## config.mk

```make
export PLATFORM = sky130hd
export DESIGN_NAME = limit_order_matching_core_flat
export DESIGN_NICKNAME = d
export VERILOG_FILES = /design/src/hw/rtl/lom_pkg.sv /design/src/hw/rtl/lom_if.sv /design/src/hw/rtl/limit_order_matching_core.sv /design/src/flat_wrapper.sv
export SDC_FILE = /design/constraint.sdc
export NUM_CORES = 2
export LEC_CHECK = 0
export BUFFER_PORTS_ARGS = -buffer_cell sky130_fd_sc_hd__buf_4
export CAP_MARGIN = 20
export CORE_ASPECT_RATIO = 1.25
export CORE_MARGIN = 8
export CORE_UTILIZATION = 55
export CTS_CLUSTER_SIZE = 14
export DETAILED_ROUTE_END_ITERATION = 16
export GPL_TIMING_DRIVEN = 0
export PLACE_DENSITY = 0.75
export SLEW_MARGIN = 20
export SYNTH_ARGS = -nofsm -noshare
export SYNTH_HDL_FRONTEND = slang
export SYNTH_SLANG_ARGS = --single-unit
```

## constraint.sdc

```tcl
create_clock -name clock -period 14.6 [get_ports clock]
set_input_delay 1.46 -clock clock [delete_from_list [all_inputs] [get_ports clock]]
set_output_delay 1.46 -clock clock [all_outputs]
set_load 0.005 [all_outputs]
```

## src/hw/rtl/lom_pkg.sv

```systemverilog
// Shared types and codes for the limit order matching core.
`timescale 1ns / 1ps
`default_nettype none
package lom_pkg;
   localparam int unsigned OpW = 2;
   localparam int unsigned QtyW = 24;
   localparam int unsigned PriceW = 32;
   localparam int unsigned IdW = 32;
   localparam int unsigned KindW = 3;

   typedef enum logic [OpW-1:0] {
      OP_BUY = 2'd0,
      OP_SELL = 2'd1,
      OP_CANCEL = 2'd2,
      OP_NONE = 2'd3
   } op_type;

   typedef enum logic [KindW-1:0] {
      K_FILL = 3'd0,
      K_RESTED = 3'd1,
      K_FULL_FILL = 3'd2,
      K_CANCELLED = 3'd3,
      K_UNKNOWN = 3'd4,
      K_BOOK_FULL = 3'd5,
      K_REJECTED = 3'd6
   } kind_type;

   typedef struct packed {
      logic [OpW-1:0] operation;
      logic [QtyW-1:0] quantity;
      logic [PriceW-1:0] limit_price;
      logic [IdW-1:0] cancel_id;
   } req_type;

   typedef struct packed {
      logic [KindW-1:0] kind;
      logic [IdW-1:0] order_id;
      logic [PriceW-1:0] trade_price;
      logic [QtyW-1:0] trade_quantity;
      logic [QtyW-1:0] remaining;
      logic last;
   } rsp_type;
endpackage
`default_nettype wire

```

## src/hw/rtl/lom_if.sv

```systemverilog
// Valid/ready channel interfaces for request and response words.
`timescale 1ns / 1ps
`default_nettype none
interface lom_req_if;
   import lom_pkg::*;
   logic valid;
   logic ready;
   logic [OpW-1:0] operation;
   logic [QtyW-1:0] quantity;
   logic [PriceW-1:0] limit_price;
   logic [IdW-1:0] cancel_id;
   modport source (output valid, operation, quantity, limit_price, cancel_id, input ready);
   modport sink (input valid, operation, quantity, limit_price, cancel_id, output ready);
endinterface

interface lom_rsp_if;
   import lom_pkg::*;
   logic valid;
   logic ready;
   logic [KindW-1:0] kind;
   logic [IdW-1:0] order_id;
   logic [PriceW-1:0] trade_price;
   logic [QtyW-1:0] trade_quantity;
   logic [QtyW-1:0] remaining;
   logic last;
   modport source (output valid, kind, order_id, trade_price, trade_quantity, remaining,
                   last, input ready);
   modport sink (input valid, kind, order_id, trade_price, trade_quantity, remaining, last,
                 output ready);
endinterface
`default_nettype wire

```

## src/hw/rtl/limit_order_matching_core.sv

```systemverilog
// Top level of the limit order matching core: book storage and scan sequencer.
// A cancel searches the slots for its id, and an invalid request is rejected on the next cycle;
// a new order scans all slots for the best cross before each fill, then searches for a free
// slot unless it filled in full. Response stalls hold the sequencer.
// Throughput: one word at a time; the shared compare unit walks one slot per cycle.
// Reset (synchronous, active high) clears all slot valid bits and the id counter.
`timescale 1ns / 1ps
`default_nettype none
module limit_order_matching_core #(
   parameter int unsigned MAX_RESTING = 32
) (
   input wire logic clock,
   input wire logic reset,
   lom_req_if.sink req,
   lom_rsp_if.source rsp
);
   import lom_pkg::*;

   localparam int unsigned SW = $clog2(MAX_RESTING);
   localparam int unsigned CW = $clog2(MAX_RESTING + 1);

   typedef enum logic [4:0] {
      S_IDLE = 5'b00001,
      S_SCAN = 5'b00010,
      S_FILL = 5'b00100,
      S_EMIT = 5'b01000,
      S_FREE = 5'b10000
   } state_type;

   state_type state_ff, state_in;
   logic [MAX_RESTING-1:0] valid_ff, valid_in;
   logic [MAX_RESTING-1:0] sell_ff;
   logic [PriceW-1:0] price_ff [MAX_RESTING];
   logic [QtyW-1:0] qty_ff [MAX_RESTING];
   logic [IdW-1:0] oid_ff [MAX_RESTING];
   logic [IdW-1:0] next_id_ff, next_id_in;

   // Working copy of the current request.
   logic [OpW-1:0] op_ff, op_in;
   logic [QtyW-1:0] rem_ff, rem_in;
   logic [PriceW-1:0] lim_ff, lim_in;
   logic [IdW-1:0] cid_ff, cid_in;
   logic [IdW-1:0] id_ff, id_in;
   logic [CW-1:0] idx_ff, idx_in;
   logic [CW-1:0] nfill_ff, nfill_in;
   logic found_ff, found_in;
   logic [SW-1:0] best_ff, best_in;
   logic [PriceW-1:0] bprice_ff, bprice_in;
   logic [IdW-1:0] bage_ff, bage_in;
   logic [QtyW-1:0] fill_ff, fill_in;
   logic done_ff, done_in;

   logic ovalid_ff, ovalid_in;
   rsp_type out_ff, out_in;

   logic wr_en;
   logic [SW-1:0] wr_idx;
   logic [QtyW-1:0] wr_qty;
   logic wr_full;

   logic [SW-1:0] cur;
   logic cand, better;
   logic [PriceW-1:0] cp;
   logic [IdW-1:0] cage;
   logic is_sell;

   assign cur = idx_ff[SW-1:0];
   assign is_sell = (op_ff == OP_SELL);
   assign cp = price_ff[cur];
   assign cage = id_ff - oid_ff[cur];

   // Shared compare unit: judges one slot per cycle against the best so far.
   always_comb begin
      cand = valid_ff[cur] && (sell_ff[cur] != is_sell) &&
             (is_sell ? (cp >= lim_ff) : (cp <= lim_ff));
      if (!found_ff) begin
         better = 1'b1;
      end else if (cp != bprice_ff) begin
         better = is_sell ? (cp > bprice_ff) : (cp < bprice_ff);
      end else begin
         better = cage > bage_ff;
      end
   end

   assign req.ready = (state_ff == S_IDLE) && !ovalid_ff;
   assign rsp.valid = ovalid_ff;
   assign rsp.kind = out_ff.kind;
   assign rsp.order_id = out_ff.order_id;
   assign rsp.trade_price = out_ff.trade_price;
   assign rsp.trade_quantity = out_ff.trade_quantity;
   assign rsp.remaining = out_ff.remaining;
   assign rsp.last = out_ff.last;

   // Sequencer.
   always_comb begin
      state_in = state_ff;
      valid_in = valid_ff;
      next_id_in = next_id_ff;
      op_in = op_ff;
      rem_in = rem_ff;
      lim_in = lim_ff;
      cid_in = cid_ff;
      id_in = id_ff;
      idx_in = idx_ff;
      nfill_in = nfill_ff;
      found_in = found_ff;
      best_in = best_ff;
      bprice_in = bprice_ff;
      bage_in = bage_ff;
      fill_in = fill_ff;
      done_in = done_ff;
      ovalid_in = ovalid_ff;
      out_in = out_ff;
      wr_en = 1'b0;
      wr_full = 1'b0;
      wr_idx = best_ff;
      wr_qty = '0;
      if (ovalid_ff && rsp.ready) begin
         ovalid_in = 1'b0;
      end
      case (state_ff)
         S_IDLE: begin
            if (req.valid && req.ready) begin
               op_in = req.operation;
               rem_in = req.quantity;
               lim_in = req.limit_price;
               cid_in = req.cancel_id;
               id_in = next_id_ff;
               idx_in = '0;
               nfill_in = '0;
               found_in = 1'b0;
               done_in = 1'b0;
               if (req.operation == OP_CANCEL) begin
                  state_in = S_SCAN;
               end else if (req.operation == OP_NONE || req.quantity == '0) begin
                  out_in = '{K_REJECTED, '0, '0, '0, '0, 1'b1};
                  ovalid_in = 1'b1;
               end else begin
                  next_id_in = next_id_ff + 1'b1;
                  state_in = S_SCAN;
               end
            end
         end
         S_SCAN: begin
            if (op_ff == OP_CANCEL) begin
               // Lowest-index valid slot with the requested id.
               if (valid_ff[cur] && oid_ff[cur] == cid_ff) begin
                  valid_in[cur] = 1'b0;
                  out_in = '{K_CANCELLED, cid_ff, cp, '0, qty_ff[cur], 1'b1};
                  ovalid_in = 1'b1;
                  state_in = S_IDLE;
               end else if (idx_ff == CW'(MAX_RESTING - 1)) begin
                  out_in = '{K_UNKNOWN, cid_ff, '0, '0, '0, 1'b1};
                  ovalid_in = 1'b1;
                  state_in = S_IDLE;
               end else begin
                  idx_in = idx_ff + 1'b1;
               end
            end else begin
               if (cand && better) begin
                  found_in = 1'b1;
                  best_in = cur;
                  bprice_in = cp;
                  bage_in = cage;
               end
               if (idx_ff == CW'(MAX_RESTING - 1)) begin
                  state_in = S_FILL;
               end else begin
                  idx_in = idx_ff + 1'b1;
               end
            end
         end
         S_FILL: begin
            // Apply one fill to the best slot, or finish the match phase.
            if (!found_ff) begin
               idx_in = '0;
               state_in = S_FREE;
            end else begin
               fill_in = (qty_ff[best_ff] < rem_ff) ? qty_ff[best_ff] : rem_ff;
               wr_en = 1'b1;
               wr_qty = qty_ff[best_ff] - fill_in;
               if (wr_qty == '0) begin
                  valid_in[best_ff] = 1'b0;
               end
               rem_in = rem_ff - fill_in;
               nfill_in = nfill_ff + 1'b1;
               state_in = S_EMIT;
            end
         end
         S_EMIT: begin
            if (!ovalid_ff || rsp.ready) begin
               out_in = '{K_FILL, oid_ff[best_ff], bprice_ff, fill_ff, rem_ff, 1'b0};
               ovalid_in = 1'b1;
               idx_in = '0;
               found_in = 1'b0;
               if (rem_ff == '0) begin
                  done_in = 1'b1;
                  state_in = S_FREE;
               end else if (nfill_ff == CW'(MAX_RESTING)) begin
                  state_in = S_FREE;
               end else begin
                  state_in = S_SCAN;
               end
            end
         end
         S_FREE: begin
            if (!ovalid_ff || rsp.ready) begin
               if (done_ff) begin
                  out_in = '{K_FULL_FILL, id_ff, lim_ff, '0, '0, 1'b1};
                  ovalid_in = 1'b1;
                  state_in = S_IDLE;
               end else if (!valid_ff[cur]) begin
                  wr_full = 1'b1;
                  wr_idx = cur;
                  valid_in[cur] = 1'b1;
                  out_in = '{K_RESTED, id_ff, lim_ff, '0, rem_ff, 1'b1};
                  ovalid_in = 1'b1;
                  state_in = S_IDLE;
               end else if (idx_ff == CW'(MAX_RESTING - 1)) begin
                  out_in = '{K_BOOK_FULL, id_ff, lim_ff, '0, rem_ff, 1'b1};
                  ovalid_in = 1'b1;
                  state_in = S_IDLE;
               end else begin
                  idx_in = idx_ff + 1'b1;
               end
            end
         end
         default: begin
            state_in = S_IDLE;
         end
      endcase
   end

   // Control registers.
   always_ff @(posedge clock) begin
      if (reset) begin
         state_ff <= S_IDLE;
         valid_ff <= '0;
         next_id_ff <= '0;
         ovalid_ff <= 1'b0;
      end else begin
         state_ff <= state_in;
         valid_ff <= valid_in;
         next_id_ff <= next_id_in;
         ovalid_ff <= ovalid_in;
      end
   end

   // Payload registers and slot storage.
   always_ff @(posedge clock) begin
      op_ff <= op_in;
      rem_ff <= rem_in;
      lim_ff <= lim_in;
      cid_ff <= cid_in;
      id_ff <= id_in;
      idx_ff <= idx_in;
      nfill_ff <= nfill_in;
      found_ff <= found_in;
      best_ff <= best_in;
      bprice_ff <= bprice_in;
      bage_ff <= bage_in;
      fill_ff <= fill_in;
      done_ff <= done_in;
      out_ff <= out_in;
      if (wr_en) begin
         qty_ff[wr_idx] <= wr_qty;
      end
      if (wr_full) begin
         qty_ff[wr_idx] <= rem_ff;
         sell_ff[wr_idx] <= is_sell;
         price_ff[wr_idx] <= lim_ff;
         oid_ff[wr_idx] <= id_ff;
      end
   end
endmodule
`default_nettype wire

```

## src/flat_wrapper.sv

```systemverilog
// flat-port wrapper written by rule: the top's interface ports become plain ports
module limit_order_matching_core_flat import lom_pkg::*;
#(
   parameter int unsigned MAX_RESTING = 32
)
  (clock, reset, req_valid, req_operation, req_quantity, req_limit_price, req_cancel_id, req_ready, rsp_valid, rsp_kind, rsp_order_id, rsp_trade_price, rsp_trade_quantity, rsp_remaining, rsp_last, rsp_ready);
  lom_req_if req_i ();
  lom_rsp_if rsp_i ();
  input wire logic clock;
  input wire logic reset;
  input wire logic [$bits(req_i.valid)-1:0] req_valid;
  input wire logic [$bits(req_i.operation)-1:0] req_operation;
  input wire logic [$bits(req_i.quantity)-1:0] req_quantity;
  input wire logic [$bits(req_i.limit_price)-1:0] req_limit_price;
  input wire logic [$bits(req_i.cancel_id)-1:0] req_cancel_id;
  output wire logic [$bits(req_i.ready)-1:0] req_ready;
  output wire logic [$bits(rsp_i.valid)-1:0] rsp_valid;
  output wire logic [$bits(rsp_i.kind)-1:0] rsp_kind;
  output wire logic [$bits(rsp_i.order_id)-1:0] rsp_order_id;
  output wire logic [$bits(rsp_i.trade_price)-1:0] rsp_trade_price;
  output wire logic [$bits(rsp_i.trade_quantity)-1:0] rsp_trade_quantity;
  output wire logic [$bits(rsp_i.remaining)-1:0] rsp_remaining;
  output wire logic [$bits(rsp_i.last)-1:0] rsp_last;
  input wire logic [$bits(rsp_i.ready)-1:0] rsp_ready;
  assign req_i.valid = req_valid;
  assign req_i.operation = req_operation;
  assign req_i.quantity = req_quantity;
  assign req_i.limit_price = req_limit_price;
  assign req_i.cancel_id = req_cancel_id;
  assign req_ready = req_i.ready;
  assign rsp_valid = rsp_i.valid;
  assign rsp_kind = rsp_i.kind;
  assign rsp_order_id = rsp_i.order_id;
  assign rsp_trade_price = rsp_i.trade_price;
  assign rsp_trade_quantity = rsp_i.trade_quantity;
  assign rsp_remaining = rsp_i.remaining;
  assign rsp_last = rsp_i.last;
  assign rsp_i.ready = rsp_ready;
  limit_order_matching_core #(.MAX_RESTING(MAX_RESTING)) u_core (.clock(clock), .reset(reset), .req(req_i), .rsp(rsp_i));
endmodule
```

==> results_dict.tcl <==
set metrics [dict create \
    wl_met2_mm 245 \
    path_max_fanout 10 \
    min_period_ps 14460 \
    worstPathRequired_ps 15350 \
    yosys.area_share.adder 0.0163 \
    cts_buffers 322 \
    drv_cap 0 \
    grt_max_degree 61 \
    wl_met3_mm 80.5 \
    clock_sinks 3273 \
    start_kind "flip-flop" \
    top_layer "met5" \
    setup-tns-final_ps 0 \
    synthCells 7792 \
    die_area_mm2 0.285 \
    cts_hold_buf 0 \
    synth_cell_types 97 \
    rows 212 \
    insertion_delay_ps 980 \
    n_fill_cell 17700 \
    cts_setup_buffers 0 \
    fp.dieH_um 595 \
    grt_util_all_layers 0.374 \
    synth_compound_area_frac 0.0375 \
    wl_met1_mm 162 \
    yosys.area.top_type "edfxtp_1" \
    synthMuxAreaShare 0.224 \
    synth_xor_area_frac 0.00759 \
    grt_pass1_vias 93100 \
    drive_gt1_frac 0.305 \
    post_dp_cell_area_mm2 0.160 \
    rrSetupSlack_ps 140 \
    hold_viol 0 \
    antenna_found_initial 31 \
    drt_iter0_drc 17800 \
    min_path_cells 0 \
    yosysMostFrequentCell "edfxtp_1" \
    min_to "u_core.best_ff[2]" \
    synth_common_cells "edfxtp_1, mux4_2, nand2_1" \
    synth_top_family_by_area "multiplexers" \
    yosys_warnings 0 \
    vias_per_cell 7.68 \
    drt-pass1-iter-count 10 \
    ys_seq_elements 3273 \
    syn-num-nets 8062 \
    synthTopCellsByArea "edfxtp_1, mux4_2, mux2i_1" \
    dieWidth_um 479 \
    final_util 0.639 \
    p_per_area_mw_per_mm2 168 \
    crit_arrival_ps 15210 \
    tightestPinTransition_ps 1390 \
    ios 212 \
    ys_seq_area_frac 0.660 \
    route.detailed.wl_per_inst_um 44.1 \
    synth_edf_count 3193 \
    gp_congestion 0.971 \
    root_buffer "clkbuf_16" \
    synth_area_mm2 0.148 \
    fmax_mhz 69.2 \
    synthSimpleGateAreaFrac 0.0349 \
    cpPeakStageDelay_ps 900 \
    hold_class "reg -> reg" \
    dpl.hpwl_mm 371 \
    ff2ff_path_depth 35 \
    ys.flop_type "edfxtp_1" \
    min_from "u_core.idx_ff[2]" \
    grt.overflow.total 0 \
    finalCritPeriodShare 0.990 \
    irDropWorstVdd_mv 0.119 \
    rsz0062_at_grt "no" \
    core_region_area_mm2 0.267 \
    top_regs "u_core.oid_ff x1024, u_core.price_ff x1024, u_core.qty_ff x768" \
    fin_nets 8864 \
    async_flop_share 0 \
    status "completed" \
    cts_tree "done" \
    slew_violations 0 \
    ant_nets 0 \
    dr_total_vias 95200 \
    worstSetupPathType "reg -> reg" \
    holdWs_ps 459 \
    leakagePower_nw 52.9 \
    crit_slowest_cell "clkbuf_1" \
    grt_pass1_wl_mm 740 \
    final_cell_area_mm2 0.171 \
    cts_max_level 5 \
    r2r-end "u_core.valid_ff[19]" \
    endpoint_kind "flip-flop" \
    clock_path_buffers 4 \
    io_buffers 210 \
    clkTransAtPathRegs_ps 70 \
    slew_headroom 0.0644 \
    power_w 0.0286 \
    setup_violations 0 \
    synth.avg_cell_area_um2 18.9 \
    drc 0 \
    syn2layout_area_growth_pct 15.5 \
    wl_mm 547 \
    regArea_mm2 0.0975 \
    initial_utilization 0.553 \
    netlist.area_leader.share 0.649 \
    multiInputGateArea_mm2 0.0481 \
    fin_skew_ps 111 \
]
-- cell type report --
| class | count | share of cell area |
|---|---|---|
| timing repair buffer | 479 | 0.0435 |
| tap | 3531 | 0.0259 |
| buffer | 485 | 0.0137 |
| clock inverter | 165 | 0.00831 |
| multi-input combinational | 3844 | 0.282 |
| antenna | 26 | 0.000382 |
| clock buffer | 405 | 0.0503 |
| inverter | 189 | 0.00420 |
| sequential | 3273 | 0.572 |
-- how the worst max path moves through the flow --
stage                    from                          to  slack [ps]  depth (start not counted)
detailed placement  flip-flop         u_core.valid_ff[17]        -440                         39
finish              flip-flop         u_core.valid_ff[19]         140                         35
global route        flip-flop          u_core.valid_ff[3]          40                         42
global placement    flip-flop  u_core.rsp.trade_price[25]      -10700                         15
floorplan           req_valid          u_core.rsp.kind[0]        1150                          6
CTS                 flip-flop         u_core.valid_ff[17]          20                         38
-- per-stage QoR --
step | cells | setup WS [ps]
global route | 12400 | 38.2
finish | 12400 | 142
floorplan | 7792 | 1150
global placement | 11500 | -10700
detailed placement | 11800 | -443
CTS | 12300 | 20.1
-- power breakdown --
part,switching [W],total [W],internal [W]
logic,0.00562,0.00882,0.00320
registers,0.000516,0.0116,0.0111
clock network,0.00367,0.00824,0.00457
total,0.00981,0.0286,0.0188
-- repair_timing --
action	CTS	global route
endpoints found under the hold margin	0	0
endpoints found under the setup margin	64	32
gates resized for setup	7	10
-- cells by family (layout without fill, tap and decap cells) --
logic type                 count (synthesis)  count (layout)
buffers and inverters                    675            1723
other                                      0              26
and+or+nand+nor                         1054            1054
DFF                                     3273            3273
xor gates and xnor gates                 128             128
adders and majority gates                196             196
muxes                                   1622            1622
AOI/OAI and AO/OA                        844             844
-- per-layer routing --
layer,GRT usage,vias up
met5,0.00585,-
met3,0.126,2932
met1,0.433,47700
met4,0.297,24
met2,0.572,10100
li1,-,34400
-- critical path, delay by kind of cell, from the launching register on --
kind | cells | cell delay [ps]
buffers and inverters | 14 | 6350
muxes | 2 | 830
and+or+nand+nor | 9 | 2740
DFF | 1 | 630
adders and majority gates | 3 | 1100
AOI/OAI and AO/OA | 7 | 2610
-- cell usage in the layout (no fill, tap or decap), drive strengths merged, types with 52 or more instances in the layout --
cell	n
a21o	71
a21oi	169
clkbuf	686
nand2	303
buf	681
mux4	1344
nor2	240
mux2i	246
xnor2	78
clkinv	127
o21ai	202
inv	193
ha	175
nor3	87
edfxtp	3193
nand4	52
nand3	88
dfxtp	80
o22ai	54
a22oi	82
Note: power is estimated with default switching activity, not from simulation.
